[config.mk]
export PLATFORM = sky130hd
export DESIGN_NAME = lphs_queue
export DESIGN_NICKNAME = d
export VERILOG_FILES = /design/src/rtl/lphs_pkg.sv /design/src/rtl/lphs_queue.sv
export SDC_FILE = /design/constraint.sdc
export NUM_CORES = 1
export LEC_CHECK = 0
export BUFFER_PORTS_ARGS = -buffer_cell sky130_fd_sc_hd__buf_2
export CORE_UTILIZATION = 33
export DETAILED_ROUTE_END_ITERATION = 6
export PLACE_DENSITY = 0.6
export SLEW_MARGIN = 20
export SYNTH_ARGS = -nofsm -noshare
export SYNTH_HDL_FRONTEND = slang
export SYNTH_SLANG_ARGS = --single-unit
export TNS_END_PERCENT = 30
[constraint.sdc]
create_clock -name clock -period 3.2 [get_ports clock]
set_clock_uncertainty 0.1 [all_clocks]
set_input_delay 0.32 -clock clock [delete_from_list [all_inputs] [get_ports clock]]
set_output_delay 0.32 -clock clock [all_outputs]
set_load 0.05 [all_outputs]
[src/rtl/lphs_pkg.sv]
`timescale 1ns / 1ps
// ----------------------------------------------------------------------------
// lphs_pkg
// Shared types, constants and helpers of the linear-probe hash set insert unit.
// ----------------------------------------------------------------------------
package lphs_pkg;

   localparam int SLOT_COUNT  = 1024;
   localparam int SLOT_BITS   = $clog2(SLOT_COUNT);
   localparam int CAP_BITS    = SLOT_BITS + 1;
   localparam int CFG_BITS    = 11;
   localparam int KEY_BITS    = 64;
   localparam int KEY_IN_BITS = 64;
   localparam int HASH_BITS   = 64;
   localparam int DIGIT_BITS  = 4;
   localparam int DIV_STEPS   = HASH_BITS / DIGIT_BITS;
   localparam int STEP_BITS   = $clog2(DIV_STEPS);
   localparam int ADDR_BITS   = 3;
   localparam int DATA_BITS   = 32;

   localparam logic [ADDR_BITS-1:0] REG_CAPACITY = ADDR_BITS'(0);
   localparam logic [CFG_BITS-1:0]  CAP_RESET    = CFG_BITS'(1024);

   typedef enum logic [1:0] {
      ST_INSERTED = 2'd0,
      ST_PRESENT  = 2'd1,
      ST_FULL     = 2'd2
   } status_type;

   typedef enum logic [1:0] {
      F_IDLE,
      F_DIV,
      F_PUSH
   } front_state_type;

   typedef enum logic [1:0] {
      B_CLEAR,
      B_IDLE,
      B_READ,
      B_CHECK
   } back_state_type;

   typedef struct packed {
      logic [KEY_BITS-1:0]  key;
      logic [SLOT_BITS-1:0] home;
   } probe_req_type;

   typedef struct packed {
      status_type           status;
      logic [SLOT_BITS-1:0] slot;
      logic [CAP_BITS-1:0]  occupancy;
   } result_type;

   function automatic logic [CAP_BITS-1:0] eff_cap(input logic [CFG_BITS-1:0] c);
      logic [CAP_BITS-1:0] r;
      if (c == '0) begin
         r = CAP_BITS'(1);
      end else if (c > CFG_BITS'(SLOT_COUNT)) begin
         r = CAP_BITS'(SLOT_COUNT);
      end else begin
         r = CAP_BITS'(c);
      end
      return r;
   endfunction

endpackage

[src/rtl/lphs_queue.sv]
`timescale 1ns / 1ps
// ----------------------------------------------------------------------------
// lphs_queue
// Two-entry queue between the front and the probe engine.
// ----------------------------------------------------------------------------
module lphs_queue (
   input  logic                    clock,
   input  logic                    reset,
   input  logic                    wr_en,
   input  lphs_pkg::probe_req_type wr_data,
   output logic                    q_full,
   input  logic                    rd_en,
   output logic                    q_empty,
   output lphs_pkg::probe_req_type rd_data
);

   lphs_pkg::probe_req_type entry_ff [2];
   logic       wr_ptr_ff, wr_ptr_in;
   logic       rd_ptr_ff, rd_ptr_in;
   logic [1:0] cnt_ff, cnt_in;
   logic       do_wr, do_rd;

   assign q_full  = (cnt_ff == 2'd2);
   assign q_empty = (cnt_ff == 2'd0);
   assign do_wr   = wr_en && !q_full;
   assign do_rd   = rd_en && !q_empty;
   assign rd_data = entry_ff[rd_ptr_ff];

   always_comb begin
      wr_ptr_in = wr_ptr_ff ^ do_wr;
      rd_ptr_in = rd_ptr_ff ^ do_rd;
      cnt_in    = cnt_ff + 2'(do_wr) - 2'(do_rd);
   end

   always_ff @(posedge clock) begin
      if (reset) begin
         wr_ptr_ff <= 1'b0;
         rd_ptr_ff <= 1'b0;
         cnt_ff    <= 2'd0;
      end else begin
         wr_ptr_ff <= wr_ptr_in;
         rd_ptr_ff <= rd_ptr_in;
         cnt_ff    <= cnt_in;
      end
      if (do_wr) entry_ff[wr_ptr_ff] <= wr_data;
   end

endmodule

==> metrics, run 1 <==
reg2reg end=entry_ff[1][25]$_DFFE_PP_; Clock Sink Count=152; Post-Synthesis Cells=253; fraction of registers with async set/reset=0%; post-synthesis net count=335; Peak VDD IR=0.439 mV; Avg Cell Area, Syn=22.0 um2; synthesis-stage register bit count=152; most frequent cells in the layout=153 x buf_2, 148 x edfxtp_1, 75 x mux2_2; worst slew pin tran=0.568 ns; first-pass GRT wire length=16200 um; Yosys warning total=0; vias in the first global route=3278; post-layout util=48.3%; vias per cell=4.26; Final Slew Violations=0; Worst Hold Path EP=wr_ptr_ff$_SDFF_PP0_; Die ar.=0.0174 mm2; fillcell total=1411; headroom to the max-slew limit=62.2%; Post-CTS Setup Inserts=0; Adder-Cell Fraction of Synth Area=0.898%; crit path time final=2.43 ns; Clock H-tree levels=4; die width=132 um; Synth Area in Simple Gates=0.786%; main combinational cell family by area after synthesis=multiplexers; worst-skew pair later-pin latency=0.41 ns; Peak Freq=0.411 GHz; Hold Slack=0.0252 ns; Fin Setup TNS=0 ns; status=complete, no violations; WP data required=2.78 ns; Final Cycle Share=76.0%; PD cells=860 mW/mm2; Main synth FF type=edfxtp_1; Worst Hold Class=in2reg; Worst Hold Launch=reset; Post-CTS Resized=0; Setup Viol. Count Final=0; cell row count=47; drt total wl=10400 um; total track usage=12.4%; I/O Buffers=153; Final ANT Viol Nets=0; post-synthesis cell area=0.00557 mm2; hold path depth=2; Hold Buf Count CTS=72; Ports=154; Max FO, Critical Path=42; Multi-input gate area=993 um2; CTS Buf Count=17; DRT Pass-1 Iters=4; critical path class=reg2out; DR iter-0 viols=144; commonest non-fill, non-tap cell in the layout=buf_2; Vias=3087; Nets=576; Initial Util=33.7%; Clock Path Buffers=2; routability cong.=0.694; grt ovf=0; Synth cell types=15; post-detail-place hpwl=6000 um; R2R cell count=4; antenna violations before repair=0; TritonCTS clock tree=built; ratio of cells with drive above 1 in the final layout=51.4%; Post-Place Worst Slack=1.02 ns; drc violations=0; Critical Path AT=2.01 ns; largest net degree at the start of global routing=77; Startpoint Class=flip-flop; root buf cell=clkbuf_16; Sequential Area=0.00453 mm2; compound-cell area share of the yosys netlist=0.135%; sequential area share after synthesis=81.2%; die height=132 um; setup slack on the worst flop-to-flop path=1.15 ns; Post-synth EDFFs=148; multiplexer area fraction after synthesis=15.2%; core area=0.0165 mm2; Clock transition at path regs=0.06 ns; WL/cell=14.3 um; CP endpoint kind=output pin; final worst slack=0.767 ns; antenna cell count=0; xor/xnor share of the synthesized area=0.404%; Layout area overhead=43.3%; max-cap check violation count=0; Fin. Hold Viols=0; Pleak=0.00301 uW; Reg2Reg Launch Point=cnt_ff[0]$_SDFF_PP0_; unrepaired setup endpoints after global routing=false
[flip-flops by register name, summed over array words and instances (netlist names)]
name,count
cnt_ff,2
entry_ff,148
rd_ptr_ff,1
wr_ptr_ff,1
[worst max-delay path by stage]
stage,startpoint,endpoint,slack (ns)
after floorplan,cnt_ff[0]$_SDFF_PP0_,entry_ff[1][0]$_DFFE_PP_,0.25
after global placement,rd_ptr_ff$_SDFF_PP0_,rd_data[1],1.05
after detailed placement,rd_ptr_ff$_SDFF_PP0_,rd_data[47],1.02
after CTS,rd_ptr_ff$_SDFF_PP0_,rd_data[47],0.56
after global routing,rd_ptr_ff$_SDFF_PP0_,rd_data[44],0.63
final,rd_ptr_ff$_SDFF_PP0_,rd_data[47],0.77
[metrics by stage]
stage	total power (uW)	cell area, um2	std cells
after floorplan	4310	5570	253
after global placement	4750	6610	620
after detailed placement	4780	6610	620
after CTS	6930	7940	721
after global routing	7140	7980	724
final	6860	7980	724
[report_power, final]
part / switching [uW] / internal [uW]
sequential: 113 / 2530
clock: 720 / 1360
combinational: 1500 / 653
total: 2330 / 4540
[worst max-delay path: stages, from the launching register on]
cell	delay, ns
dfxtp_4	0.66
buf_12	0.31
mux2_2	0.38
buf_2	0.21
[cells in the mapped netlist (2+ instances only)]
| cell | count | area [um2] |
|---|---|---|
| dfxtp_1 | 4 | 80.1 |
| buf_6 | 4 | 45.0 |
| nor2_1 | 4 | 15.0 |
| buf_2 | 3 | 15.0 |
| edfxtp_1 | 148 | 4440 |
| inv_1 | 3 | 11.3 |
| mux2_2 | 75 | 845 |
| nor2b_1 | 2 | 12.5 |
| ha_1 | 4 | 50.1 |
[layer usage]
layer	global-route usage [%]	wire, um	vias to the layer above
met5	0	0	-
met4	4.72	159	0
met3	4.88	706	14
met2	20.8	5120	106
met1	14.1	4370	1483
li1	-	-	1484
[final cells by class]
class	instances	share of cell area, %
Clock buffer	17	5.33
Clock inverter	12	2.30
Inverter	3	0.141
Multi-Input combinational cell	90	12.4
Sequential cell	152	56.7
Tap cell	220	3.45
Timing Repair Buffer	230	19.6
[cell families after synthesis]
group	after synthesis
buffers and inverters	11
AOI/OAI and AO/OA	1
xor gates and xnor gates	1
and+or+nand+nor	9
adders and majority gates	4
muxes	75
DFF	152
(Power assumes the default switching activity.)
==> run 2: changes to the inputs <==
Clock period 3.2 ns to 2.2 ns, I/O delays scaled along.
==> run 2 against run 1 <==
Compared with the run above:
- clock power rose by 38%
- critical path type unchanged
- first-iteration DRC count down 4.9%
- wire length increased by 6.3%
==> metrics, run 2 (synthesized netlist as in run 1, its figures left out) <==
Finished Cell Area=0.00806 mm2; cell row count=47; routability cong.=0.763; sw frac=35.1%; Post-CTS Resized=0; max reg flops=148; DRT Pass-1 Iters=4; CTS Buf Count=17; drt total wl=11000 um; I/O Buffers=153; WL/cell=15.0 um; Peak Freq=0.494 GHz; die height=132 um; core area=0.0165 mm2; CP endpoint kind=output pin; headroom to the max-slew limit=81.4%; grt ovf=0; vias in the first global route=3382; Max FO, Critical Path=11; Final Cycle Share=91.9%; Setup Viol. Count Final=0; Nets=583; max-cap check violation count=0; Final ANT Viol Nets=0; TritonCTS clock tree=built; largest net degree at the start of global routing=34; Sw Pwr=3500 uW; Clock Path Buffers=2; Initial Util=33.7%; vias per cell=4.31; Pleak=0.00304 uW; Fin. Hold Viols=0; worst slew pin tran=0.281 ns; total track usage=12.9%; Overall Power=9960 uW; Worst Hold Class=in2reg; first-pass GRT wire length=16900 um; Die ar.=0.0174 mm2; worst-skew pair later-pin latency=0.41 ns; crit path time final=2.02 ns; Reg power frac=38.1%; Clock transition at path regs=0.06 ns; Layout area overhead=44.6%; die width=132 um; unrepaired setup endpoints after global routing=false; Top Registers=entry_ff x148, cnt_ff x2; Critical Path AT=1.70 ns; antenna violations before repair=0; P_int=6460 uW; PD cells=1240 mW/mm2; Final Slew Violations=0; post-detail-place hpwl=6640 um; Hold Slack=0.0956 ns; Placement Cell Area=0.00671 mm2; Comb pwr share=33.0%; commonest non-fill, non-tap cell in the layout=buf_2; drc violations=0; Startpoint Class=flip-flop; DR iter-0 viols=137; final worst slack=0.177 ns; clock group share of total power=28.9%; Post-Place Worst Slack=0.397 ns; Largest Register=entry_ff; ratio of cells with drive above 1 in the final layout=52.3%; antenna cell count=0; most frequent cells in the layout=153 x buf_2, 148 x edfxtp_1, 75 x mux2_2, 75 x dlygate4sd3_1, 17 x clkbuf_16; status=complete, no violations; critical path class=reg2out; Clock H-tree levels=4; Ports=154; root buf cell=clkbuf_16; WP data required=1.88 ns; Clock Sink Count=152; Peak VDD IR=0.646 mV; Vias=3165
[run 2: cell count changes in the layout (fill, tap and decap cells not counted), moves of 2 or more]
cell,change
bufinv_16,-2
clkinv_1,-2
buf_12,+3
buf_4,+2
clkinv_2,+2
clkinvlp_4,+3
[run 2: stage by stage]
stage               util [%]  std cells  TNS (ns)
finish                  48.8        734         0
global route            48.8        734         0
CTS                     48.7        733         0
detailed placement      40.6        626         0
global placement        40.6        626         0
floorplan                  -        253   -110.88
[run 2: repair_timing]
| item | CTS | global route |
|---|---|---|
| setup buffers | 0 | 1 |
| setup endpoints to repair | 0 | 3 |
| hold buffers | 75 | 0 |
| endpoints found under the hold margin | 151 | 0 |
[run 2: routing by layer]
metal	share of wire (%)	global-route usage (%)	up-vias
li1	-	-	1495
met1	44	15.5	1561
met2	50	21.4	96
met3	4.9	4.15	13
met4	1.5	5.62	0
met5	0	0	-
[run 2: power groups by stage]
stage / Sequential (uW) / Clock [uW] / Combinational [uW]
final: 3800 / 2880 / 3280
after global routing: 3840 / 3070 / 3440
after CTS: 3820 / 2940 / 3280
after floorplan: 3830 / 0 / 2450
after global placement: 3860 / 0 / 3140
after detailed placement: 3880 / 0 / 3160
[run 2: final timing paths]
check                           cells past startpoint  slack [ns]                        end                 start
worst max-delay path                                3        0.18                rd_data[40]  rd_ptr_ff$_SDFF_PP0_
worst min-delay path                                3         0.1       rd_ptr_ff$_SDFF_PP0_                 rd_en
worst max register to register                      4        0.41  entry_ff[0][33]$_DFFE_PP_  cnt_ff[0]$_SDFF_PP0_
worst min register to register                      3        0.53       wr_ptr_ff$_SDFF_PP0_  wr_ptr_ff$_SDFF_PP0_
[run 2: worst max-delay path: stages, from the launching register on]
cell	delay, ns
dfxtp_4	0.48
buf_4	0.23
mux2_2	0.36
buf_2	0.21
[run 2: area by class of cell]
cell class / count / area (um2)
fillers: 1392 / 8470
flip-flops and latches: 152 / 4530
repair buffers: 237 / 1660
multi-input cells: 90 / 993
clock buffers: 18 / 429
well taps: 220 / 275
clock inverters: 14 / 158
inverters: 3 / 11.3
