File: config.mk
export PLATFORM = sky130hd
export DESIGN_NAME = lphs_front
export DESIGN_NICKNAME = d
export VERILOG_FILES = /design/src/rtl/lphs_pkg.sv /design/src/rtl/lphs_front.sv
export SDC_FILE = /design/constraint.sdc
export NUM_CORES = 1
export LEC_CHECK = 0
export BUFFER_PORTS_ARGS = -buffer_cell sky130_fd_sc_hd__buf_2
export CORE_MARGIN = 8
export CORE_UTILIZATION = 53
export DETAILED_ROUTE_END_ITERATION = 12
export PLACE_DENSITY = 0.89
export SLEW_MARGIN = 30
export SYNTH_ARGS = -nofsm -noshare
export SYNTH_HDL_FRONTEND = slang
export SYNTH_SLANG_ARGS = --single-unit
File: constraint.sdc
create_clock -name clock -period 9.9 [get_ports clock]
set_input_delay 0.99 -clock clock [delete_from_list [all_inputs] [get_ports clock]]
set_output_delay 0.99 -clock clock [all_outputs]
set_load 0.01 [all_outputs]
File: src/rtl/lphs_pkg.sv
`timescale 1ns / 1ps
// ----------------------------------------------------------------------------
// lphs_pkg
// Shared types, constants and helpers of the linear-probe hash set insert unit.
// ----------------------------------------------------------------------------
package lphs_pkg;

   localparam int SLOT_COUNT  = 1024;
   localparam int SLOT_BITS   = $clog2(SLOT_COUNT);
   localparam int CAP_BITS    = SLOT_BITS + 1;
   localparam int CFG_BITS    = 11;
   localparam int KEY_BITS    = 64;
   localparam int KEY_IN_BITS = 64;
   localparam int HASH_BITS   = 64;
   localparam int DIGIT_BITS  = 4;
   localparam int DIV_STEPS   = HASH_BITS / DIGIT_BITS;
   localparam int STEP_BITS   = $clog2(DIV_STEPS);
   localparam int ADDR_BITS   = 3;
   localparam int DATA_BITS   = 32;

   localparam logic [ADDR_BITS-1:0] REG_CAPACITY = ADDR_BITS'(0);
   localparam logic [CFG_BITS-1:0]  CAP_RESET    = CFG_BITS'(1024);

   typedef enum logic [1:0] {
      ST_INSERTED = 2'd0,
      ST_PRESENT  = 2'd1,
      ST_FULL     = 2'd2
   } status_type;

   typedef enum logic [1:0] {
      F_IDLE,
      F_DIV,
      F_PUSH
   } front_state_type;

   typedef enum logic [1:0] {
      B_CLEAR,
      B_IDLE,
      B_READ,
      B_CHECK
   } back_state_type;

   typedef struct packed {
      logic [KEY_BITS-1:0]  key;
      logic [SLOT_BITS-1:0] home;
   } probe_req_type;

   typedef struct packed {
      status_type           status;
      logic [SLOT_BITS-1:0] slot;
      logic [CAP_BITS-1:0]  occupancy;
   } result_type;

   function automatic logic [CAP_BITS-1:0] eff_cap(input logic [CFG_BITS-1:0] c);
      logic [CAP_BITS-1:0] r;
      if (c == '0) begin
         r = CAP_BITS'(1);
      end else if (c > CFG_BITS'(SLOT_COUNT)) begin
         r = CAP_BITS'(SLOT_COUNT);
      end else begin
         r = CAP_BITS'(c);
      end
      return r;
   endfunction

endpackage

File: src/rtl/lphs_front.sv
`timescale 1ns / 1ps
// ----------------------------------------------------------------------------
// lphs_front
// Accepts a beat and reduces its hash modulo the capacity, four bits a cycle.
// ----------------------------------------------------------------------------
module lphs_front (
   input  logic                                clock,
   input  logic                                reset,
   input  logic                                push,
   output logic                                full,
   input  logic [lphs_pkg::KEY_IN_BITS-1:0]    req_key,
   input  logic [lphs_pkg::HASH_BITS-1:0]      req_hash_value,
   input  logic [lphs_pkg::CAP_BITS-1:0]       cap,
   input  logic                                clearing,
   input  logic                                q_full,
   output logic                                q_push,
   output lphs_pkg::probe_req_type             q_data
);

   lphs_pkg::front_state_type             state_ff, state_in;
   logic [lphs_pkg::KEY_BITS-1:0]         key_ff, key_in;
   logic [lphs_pkg::HASH_BITS-1:0]        hash_ff, hash_in;
   logic [lphs_pkg::CAP_BITS-1:0]         rem_ff, rem_in;
   logic [lphs_pkg::STEP_BITS-1:0]        cnt_ff, cnt_in;
   logic                                  accept;

   assign full   = (state_ff != lphs_pkg::F_IDLE) || clearing;
   assign accept = push && !full;

   always_comb begin
      state_in = state_ff;
      case (state_ff)
         lphs_pkg::F_IDLE: begin
            if (accept) state_in = lphs_pkg::F_DIV;
         end
         lphs_pkg::F_DIV: begin
            if (cnt_ff == lphs_pkg::STEP_BITS'(lphs_pkg::DIV_STEPS - 1)) begin
               state_in = lphs_pkg::F_PUSH;
            end
         end
         lphs_pkg::F_PUSH: begin
            if (!q_full) state_in = lphs_pkg::F_IDLE;
         end
         default: state_in = lphs_pkg::F_IDLE;
      endcase
   end

   always_comb begin
      logic [lphs_pkg::CAP_BITS:0]    t;
      logic [lphs_pkg::CAP_BITS-1:0]  r;
      logic [lphs_pkg::HASH_BITS-1:0] h;
      r      = rem_ff;
      h      = hash_ff;
      key_in = key_ff;
      cnt_in = cnt_ff;
      q_push = 1'b0;
      for (int i = 0; i < lphs_pkg::DIGIT_BITS; i++) begin
         t = {r, h[lphs_pkg::HASH_BITS-1]};
         if (t >= {1'b0, cap}) t = t - {1'b0, cap};
         r = t[lphs_pkg::CAP_BITS-1:0];
         h = {h[lphs_pkg::HASH_BITS-2:0], 1'b0};
      end
      rem_in  = rem_ff;
      hash_in = hash_ff;
      case (state_ff)
         lphs_pkg::F_IDLE: begin
            if (accept) begin
               key_in  = req_key[lphs_pkg::KEY_BITS-1:0];
               hash_in = req_hash_value;
               rem_in  = '0;
               cnt_in  = '0;
            end
         end
         lphs_pkg::F_DIV: begin
            rem_in  = r;
            hash_in = h;
            cnt_in  = cnt_ff + lphs_pkg::STEP_BITS'(1);
         end
         lphs_pkg::F_PUSH: begin
            q_push = !q_full;
         end
         default: ;
      endcase
   end

   assign q_data.key  = key_ff;
   assign q_data.home = rem_ff[lphs_pkg::SLOT_BITS-1:0];

   always_ff @(posedge clock) begin
      if (reset) begin
         state_ff <= lphs_pkg::F_IDLE;
      end else begin
         state_ff <= state_in;
      end
      key_ff  <= key_in;
      hash_ff <= hash_in;
      rem_ff  <= rem_in;
      cnt_ff  <= cnt_in;
   end

endmodule

==> results of run 1 <==
-- cell type report --
class | instances | share of cell area
clock buffer | 17 | 0.04284
inverter | 37 | 0.01399
antenna | 2 | 0.0005040
tap | 188 | 0.02369
sequential | 145 | 0.4365
timing repair buffer | 224 | 0.1142
multi-input combinational | 523 | 0.3495
clock inverter | 15 | 0.01878
-- metrics by stage --
step | worst slack [ps] | instance area [um2] | utilization | instances | hold WS [ps]
after CTS | 679.8 | 9925 | 0.6577 | 1149 | 518.4
after floorplan | 1118 | 8123 | - | 738 | 483.6
after global placement | 498.1 | 9304 | 0.6166 | 1117 | 486.3
after global routing | 82.86 | 9930 | 0.6580 | 1151 | 531.2
final | 514.6 | 9930 | 0.6580 | 1151 | 517.2
after detailed placement | 264.2 | 9313 | 0.6172 | 1117 | 503.5
-- flip-flops by register name (all words and copies together), names as in the netlist --
signal    flops
state_ff      2
rem_ff       11
hash_ff      64
cnt_ff        4
key_ff       64
-- cell families after synthesis --
family,after synthesis,share of synthesized area
AOI/OAI and AO/OA,130,0.1283
xor gates and xnor gates,27,0.02911
adders and majority gates,49,0.07917
buffers and inverters,70,0.04328
DFF,145,0.5336
muxes,16,0.02156
and+or+nand+nor,301,0.1650
-- Yosys cell counts, drive strengths merged, types with 12 or more instances --
cell | number | area (um2)
nand2 | 199 | 747.0
edfxtp | 143 | 4294
a21oi | 22 | 121.4
o21a | 12 | 90.09
buf | 24 | 178.9
a21o | 13 | 98.85
ha | 45 | 563.0
xor2 | 18 | 157.7
nor2 | 22 | 90.09
inv | 37 | 138.9
o21ai | 20 | 111.4
nand3 | 19 | 100.1
-- per-layer routing --
layer / vias up / global-route usage / wire length (um)
met5: - / 0 / 0
met3: 61 / 0.05335 / 1682
met2: 340 / 0.4622 / 13340
met1: 3179 / 0.2868 / 9245
li1: 3093 / - / -
met4: 0 / 0.1000 / 862
-- worst max-delay path by stage --
stage	endpoint	slack, ps
2_1_floorplan	rem_ff[3]$_SDFFCE_PN0P_	1120
3_3_place_gp	rem_ff[2]$_SDFFCE_PN0P_	500
3_5_place_dp	rem_ff[0]$_SDFFCE_PN0P_	260
4_1_cts	rem_ff[7]$_SDFFCE_PN0P_	680
5_1_grt	rem_ff[10]$_SDFFCE_PN0P_	80
6_report	rem_ff[7]$_SDFFCE_PN0P_	510
-- worst max-delay path, delay by kind of cell --
kind / cells / cell delay [ps]
multiplexers: 2 / 790
buffers and inverters: 2 / 260
AO/OA/AOI/OAI: 16 / 4400
adder cells (fa/ha/maj): 4 / 1510
AND/OR/NAND/NOR: 6 / 1570
==> flow_summary_export.csv, run 1 <==
group,metric,value,unit
logic_synthesis,synth_edf_count,143,
floorplan,rows,45,
critical_path,cp.arrival,9550,ps
logic_synthesis,synth_cells,738,
hold_path,holdPathEnd,"hash_ff[56]$_DFFE_PP_",
critical_path,startpoint,"cap[2]",
critical_path,critPathMaxStageDelay,530,ps
clock_network,htree_num_levels,4,
place,portBuffers,219,
layout,final_common_cell,"buf_2",
logic_synthesis,synth-seq-cells,145,
clock_network,insertion_delay,430,ps
routing,num_vias,6673,
place,place_congestion,0.9873,
clock_network,hold_buffers,0,
clock_network,cts_sinks,145,
logic_synthesis,ys.flop_type,"edfxtp_1",
critical_path,cpMostUsedCell,"ha_1",
hold_path,min_from,"hash_ff[52]$_DFFE_PP_",
layout,multi_input_area,3471,um2
clock_network,cts_setup_buffers,0,
layout,area_growth,22.24,%
critical_path,slowest_stage,"o41a_1",
floorplan,start_util,0.5383,
logic_synthesis,synth.yosys.warnings,0,
critical_path,endpoint_kind,"flop",
sta,fmax,0.1065,GHz
critical_path,rrSetupSlack,720,ps
sta,rsz0062_at_grt,"no",
sta,period_share,0.9480,
critical_path,reg2reg_depth,30,
floorplan,die_h,139.8,um
grt,overflow,0,
sta,setup_violations,0,
sta,max-slew-margin-rel,0.4497,
floorplan,io_pins,220,
grt,grt_pass1_vias,6900,
routing,first_iter_violations,729,
routing,wirelength,25.13,mm
critical_path,crit_required,10060,ps
floorplan,die_w,139.8,um
grt,track_usage,0.2547,
sta,hold_viol,0,
critical_path,criticalPathCategory,"primary input to flop",
layout,fin_nets,1141,
place,hpwl,18.33,mm
grt,grt_pass1_wl,38.32,mm
grt,grt_max_degree,80,
outcome,outcome,"finished clean",
critical_path,timing.rr.end,"rem_ff[7]$_SDFFCE_PN0P_",
routing,first_pass_iters,5,
layout,seq_area,4334,um2
sta,tns,0,ps
layout,final_cell_mix,"219 x buf_2, 198 x nand2_1, 143 x edfxtp_1, 45 x ha_1, 36 x inv_1",
floorplan,die_area,19540,um2
clock_network,cts.clk_slew.worst_paths,70,ps
clock_network,cts_root_buffer,"clkbuf_16",
sta,drv_slew,0,
floorplan,coreArea,15090,um2
logic_synthesis,synth_cell_types,78,
logic_synthesis,yosysSeqAreaShare,0.5336,
logic_synthesis,syn_area,8123,um2
layout,layout-drive-gt1-share,0.3039,
critical_path,start_kind,"primary input",
sta,fin_crit,9385,ps
hold_path,holdPathStages,2,
critical_path,path_max_fanout,12,
routing,routed_via_density,5.798,
critical_path,reg2reg_from,"hash_ff[63]$_DFFE_PP_",
logic_synthesis,synth_nets,931,
routing,postRouteAntennaNets,0,
clock_network,clockBufferDepth,2,
hold_path,hold_class,"flop to flop",
clock_network,cts_made_buffers,17,
routing,wl_per_cell,21.83,um
clock_network,cts_tree,"yes",
sta,worstMarginPinSlew,825.4,ps
logic_synthesis,postSynth.asyncResetShare,0,
job,maxCapViolCount,0,
routing,drc_errors,0,
layout,fillers,1111,
logic_synthesis,avgSynthCellArea,11.01,um2
grt,antenna_found_initial,2,
clock_network,cts_resized,0,
sta,fin_skew,21.88,ps
Power of run 1 is left out: the tool's default activity adds up to more than one toggle a clock period on the data nets, which glitch-free logic cannot reach.
==> inputs of run 2 (changes only) <==
- RECOVER_POWER: unset -> 100
==> run 2 against run 1 <==
- the flow now finishes with violations (capacitance limit, slew limit)
- register-to-register slack lost 20 ps
- final cell count is the same
- design area is 1.3% lower
- core utilization down 0.86 points
- die area did not move
- hold slack is essentially flat
- clock skew is essentially flat
- critical path type unchanged
- critical endpoint unchanged
==> flow_summary_export.csv, run 2 (synthesis gave the netlist of run 1 again) <==
group,metric,value,unit
layout,fillers,1172,
place,hpwl,18.33,mm
clock_network,cts.clk_slew.worst_paths,70,ps
critical_path,rrSetupSlack,700,ps
sta,drv_slew,194,
grt,antenna_found_initial,2,
sta,max-slew-margin-rel,-1.237,
outcome,violations,"capacitance limit, slew limit",
grt,overflow,0,
routing,first_pass_iters,6,
layout,final_common_cell,"nand2_1",
critical_path,endpoint_kind,"flop",
sta,period_share,0.9504,
critical_path,critPathTopFamily,"compound AO/OA/AOI/OAI gates",
grt,grt_pass1_vias,6900,
layout,layout-drive-gt1-share,0.2164,
routing,num_vias,6722,
sta,fin_skew,22.13,ps
clock_network,cts_root_buffer,"clkbuf_16",
floorplan,rows,45,
clock_network,cts_tree,"yes",
floorplan,start_util,0.5383,
routing,first_iter_violations,602,
sta,fin_crit,9409,ps
outcome,outcome,"complete, but fails checks",
critical_path,slowest_stage,"o41a_1",
critical_path,cp.arrival,9570,ps
routing,routed_via_density,5.840,
sta,worstMarginPinSlew,3355,ps
routing,wirelength,25.23,mm
routing,drc_errors,0,
floorplan,die_area,19540,um2
job,maxCapViolCount,3,
critical_path,criticalPathCategory,"primary input to flop",
floorplan,die_w,139.8,um
critical_path,crit_required,10060,ps
place,place_area,9313,um2
sta,tns,0,ps
sta,fmax,0.1063,GHz
sta,rsz0062_at_grt,"no",
layout,fin_nets,1141,
grt,track_usage,0.2547,
floorplan,die_h,139.8,um
floorplan,coreArea,15090,um2
clock_network,cts_resized,0,
clock_network,cts_sinks,145,
critical_path,path_max_fanout,12,
clock_network,insertion_delay,430,ps
layout,post-route-util,0.6494,
clock_network,hold_buffers,0,
place,portBuffers,219,
clock_network,htree_num_levels,4,
grt,grt_max_degree,80,
grt,grt_pass1_wl,38.32,mm
clock_network,cts_made_buffers,17,
critical_path,cp.buffers_inverters,3,
critical_path,start_kind,"primary input",
layout,area_growth,20.64,%
layout,finish.instance_area,9799,um2
layout,reg_top3,"hash_ff (64), key_ff (64), rem_ff (11)",
layout,final_cell_mix,"199 x nand2_1, 143 x edfxtp_1, 142 x buf_2, 79 x clkbuf_1, 45 x ha_1",
sta,setup_violations,0,
clock_network,cts_setup_buffers,0,
routing,wl_per_cell,21.92,um
clock_network,clockBufferDepth,2,
sta,hold_viol,0,
floorplan,io_pins,220,
routing,postRouteAntennaNets,0,
hold_path,hold_class,"flop to flop",
place,place_congestion,0.9873,
critical_path,critPathMaxStageDelay,530,ps
-- run 2: cell count changes in the layout (fill, tap and decap cells not counted), sizes merged --
| cell | before | now |
|---|---|---|
| buf | 224 | 145 |
| clkbuf | 17 | 96 |
| clkinv | 7 | 8 |
| inv | 43 | 42 |
-- run 2: layout make-up --
cell class	instances	area [um2]	share of cell area
Clock buffer	17	425.4	0.04341
Timing Repair Buffer	224	1030	0.1051
Multi-Input combinational cell	523	3445	0.3515
Sequential cell	145	4334	0.4423
Clock inverter	15	186.4	0.01902
Tap cell	188	235.2	0.02400
Antenna cell	2	5.005	0.0005107
Inverter	37	138.9	0.01417
-- run 2: tightest hold or removal path, stage by stage (launching register included) --
cell and delay (ps):
edfxtp_1 320, nand2_1 40, nand2_1 50
-- run 2: final timing paths --
path / from / to / cells past startpoint
setup / recovery: cap[2] / rem_ff[7]$_SDFFCE_PN0P_ / 32
setup reg to reg: hash_ff[63]$_DFFE_PP_ / rem_ff[7]$_SDFFCE_PN0P_ / 32
hold / removal: hash_ff[52]$_DFFE_PP_ / hash_ff[56]$_DFFE_PP_ / 2
hold reg to reg: hash_ff[52]$_DFFE_PP_ / hash_ff[56]$_DFFE_PP_ / 2
-- run 2: metrics by stage --
| stage | std cells | hold slack (ps) | worst slack [ps] |
|---|---|---|---|
| 6_report | 1151 | 517.1 | 491.3 |
| 5_1_grt | 1151 | 531.2 | 73.35 |
| 4_1_cts | 1149 | 518.4 | 679.8 |
| 3_5_place_dp | 1117 | 503.5 | 264.2 |
| 3_3_place_gp | 1117 | 486.3 | 498.1 |
| 2_1_floorplan | 738 | 483.6 | 1118 |
-- run 2: routing by layer --
layer	vias to the layer above	routed length, um	track usage
li1	3097	-	-
met2	378	13210	0.4622
met1	3170	9290	0.2868
met3	77	1743	0.05335
met5	-	0	0
met4	0	993	0.1000
Power of run 2 is left out for the same reason.
==> inputs of run 3 (changes only) <==
- BUFFER_PORTS_ARGS: -buffer_cell sky130_fd_sc_hd__buf_2 -> unset
- CORE_ASPECT_RATIO: unset -> 1.1
- CORE_UTILIZATION: 53 -> 64
- DONT_BUFFER_PORTS: unset -> 1
==> run 3 against run 2 <==
- the flow still finishes with violations (capacitance limit, slew limit)
- register-to-register slack lost 160 ps
- first-iteration DRC count decreased by 19%
- final cell count down 22%
- setup slack lost 49 ps
- via count fell by 15%
- count of clock-buffer cells in the layout unchanged
- fmax fell by 0.52%
- clock skew shrank 9.7 ps
- sequential share of layout area increased by 5.3 points
- die area fell by 15%
- critical path depth unchanged
- non-clock buffer count shrank 220
- critical path type unchanged
- critical endpoint is now rem_ff[1]$_SDFFCE_PN0P_
- highest routed layer unchanged
==> flow_summary_export.csv, run 3 (synthesis gave the netlist of run 1 again) <==
group,metric,value,unit
outcome,outcome,"complete, but fails checks",
outcome,violations,"capacitance limit, slew limit",
clock_network,htree_num_levels,4,
sta,setup_violations,0,
critical_path,path_max_fanout,12,
place,place_congestion,1.008,
floorplan,io_pins,220,
sta,hold_viol,0,
sta,tns,0,ps
layout,finish.instance_area,8757,um2
clock_network,cts.clk_slew.worst_paths,70,ps
clock_network,cts_root_buffer,"clkbuf_16",
routing,drc_errors,0,
routing,wirelength,22.21,mm
clock_network,cts_sinks,145,
sta,period_share,0.9554,
grt,grt_pass1_wl,33.29,mm
routing,num_vias,5738,
hold_path,hold_class,"flop to flop",
critical_path,start_kind,"primary input",
grt,antenna_found_initial,2,
floorplan,die_area,16560,um2
routing,postRouteAntennaNets,0,
critical_path,crit_required,10040,ps
sta,timing.hold.ws,505.9,ps
sta,rsz0062_at_grt,"no",
grt,grt_pass1_vias,6111,
critical_path,critPathMaxStageDelay,530,ps
sta,max-slew-margin-rel,-1.153,
clock_network,hold_buffers,0,
floorplan,die_w,123.4,um
layout,final_common_cell,"nand2_1",
place,place_area,8162,um2
grt,grt_max_degree,80,
clock_network,cts_setup_buffers,0,
sta,fin_skew,12.46,ps
layout,post-route-util,0.7016,
place,hpwl,16.72,mm
sta,fin_crit,9458,ps
clock_network,cts_resized,0,
sta,drv_slew,145,
clock_network,insertion_delay,430,ps
routing,first_pass_iters,6,
floorplan,coreArea,12480,um2
routing,wl_per_cell,24.68,um
layout,reg_top3,"hash_ff (64), key_ff (64), rem_ff (11)",
critical_path,endpoint_kind,"flop",
clock_network,cts_tree,"yes",
critical_path,slowest_stage,"o41a_1",
routing,first_iter_violations,487,
layout,area_growth,7.810,%
clock_network,clockBufferDepth,2,
critical_path,criticalPathCategory,"primary input to flop",
routing,routed_via_density,6.376,
grt,overflow,0,
layout,fin_nets,921,
layout,layout-drive-gt1-share,0.09177,
floorplan,die_h,134.2,um
job,maxCapViolCount,2,
floorplan,rows,43,
sta,fmax,0.1057,GHz
layout,fillers,865,
layout,final_cell_mix,"199 x nand2_1, 143 x edfxtp_1, 45 x ha_1, 36 x inv_1",
place,portBuffers,0,
grt,track_usage,0.2687,
sta,worstMarginPinSlew,3221,ps
critical_path,cp.arrival,9600,ps
clock_network,cts_made_buffers,17,
floorplan,start_util,0.6508,
## run 3: cell types whose count changed in the layout (fill, tap and decap cells not counted), moves of 2 or more
cell | before | now
and2_0 | 0 | 3
clkbuf_1 | 79 | 1
clkinv_4 | 1 | 4
and2_1 | 7 | 4
clkinv_8 | 6 | 4
clkinvlp_4 | 2 | 0
buf_2 | 142 | 0
## run 3: path summary, 6_finish.rpt
| kind | from | endpoint | slack, ps | depth (start not counted) |
|---|---|---|---|---|
| setup / recovery | cap[0] | rem_ff[1]$_SDFFCE_PN0P_ | 440 | 32 |
| hold / removal | hash_ff[45]$_DFFE_PP_ | hash_ff[49]$_DFFE_PP_ | 510 | 2 |
| setup reg to reg | hash_ff[63]$_DFFE_PP_ | rem_ff[1]$_SDFFCE_PN0P_ | 540 | 33 |
| hold reg to reg | hash_ff[45]$_DFFE_PP_ | hash_ff[49]$_DFFE_PP_ | 510 | 2 |
## run 3: critical path, delay by kind of cell
family / cells / cell delay (ps)
multiplexers: 1 / 260
AND/OR/NAND/NOR: 6 / 1570
AO/OA/AOI/OAI: 19 / 5020
buffers and inverters: 1 / 110
adder cells (fa/ha/maj): 5 / 1630
## run 3: metrics by stage
step | cells | setup WS [ps]
3_5_place_dp | 866 | 258.8
3_3_place_gp | 866 | 520.4
6_report | 900 | 442.0
4_1_cts | 898 | 588.0
5_1_grt | 899 | 0.6120
2_1_floorplan | 738 | 1118
## run 3: final cells by class
type                    instances  area (um2)  share of cell area
multi-input cells             523        3447              0.3936
inverters                      37       138.9             0.01586
flip-flops and latches        145        4334              0.4949
well taps                     157       196.4             0.02243
clock buffers                  17       425.4             0.04858
repair buffers                  4       26.28            0.003000
clock inverters                15       183.9             0.02100
diodes                          2       5.005           0.0005715
## run 3: routing by layer
layer	up-vias	GRT usage	part of all wire	wire [um]
li1	2656	-	-	-
met1	2728	0.2834	0.35	7778
met2	286	0.4463	0.50	11170
met3	68	0.1042	0.10	2238
met4	0	0.1541	0.046	1023
met5	-	0	0	0
Power of run 3 is left out for the same reason.
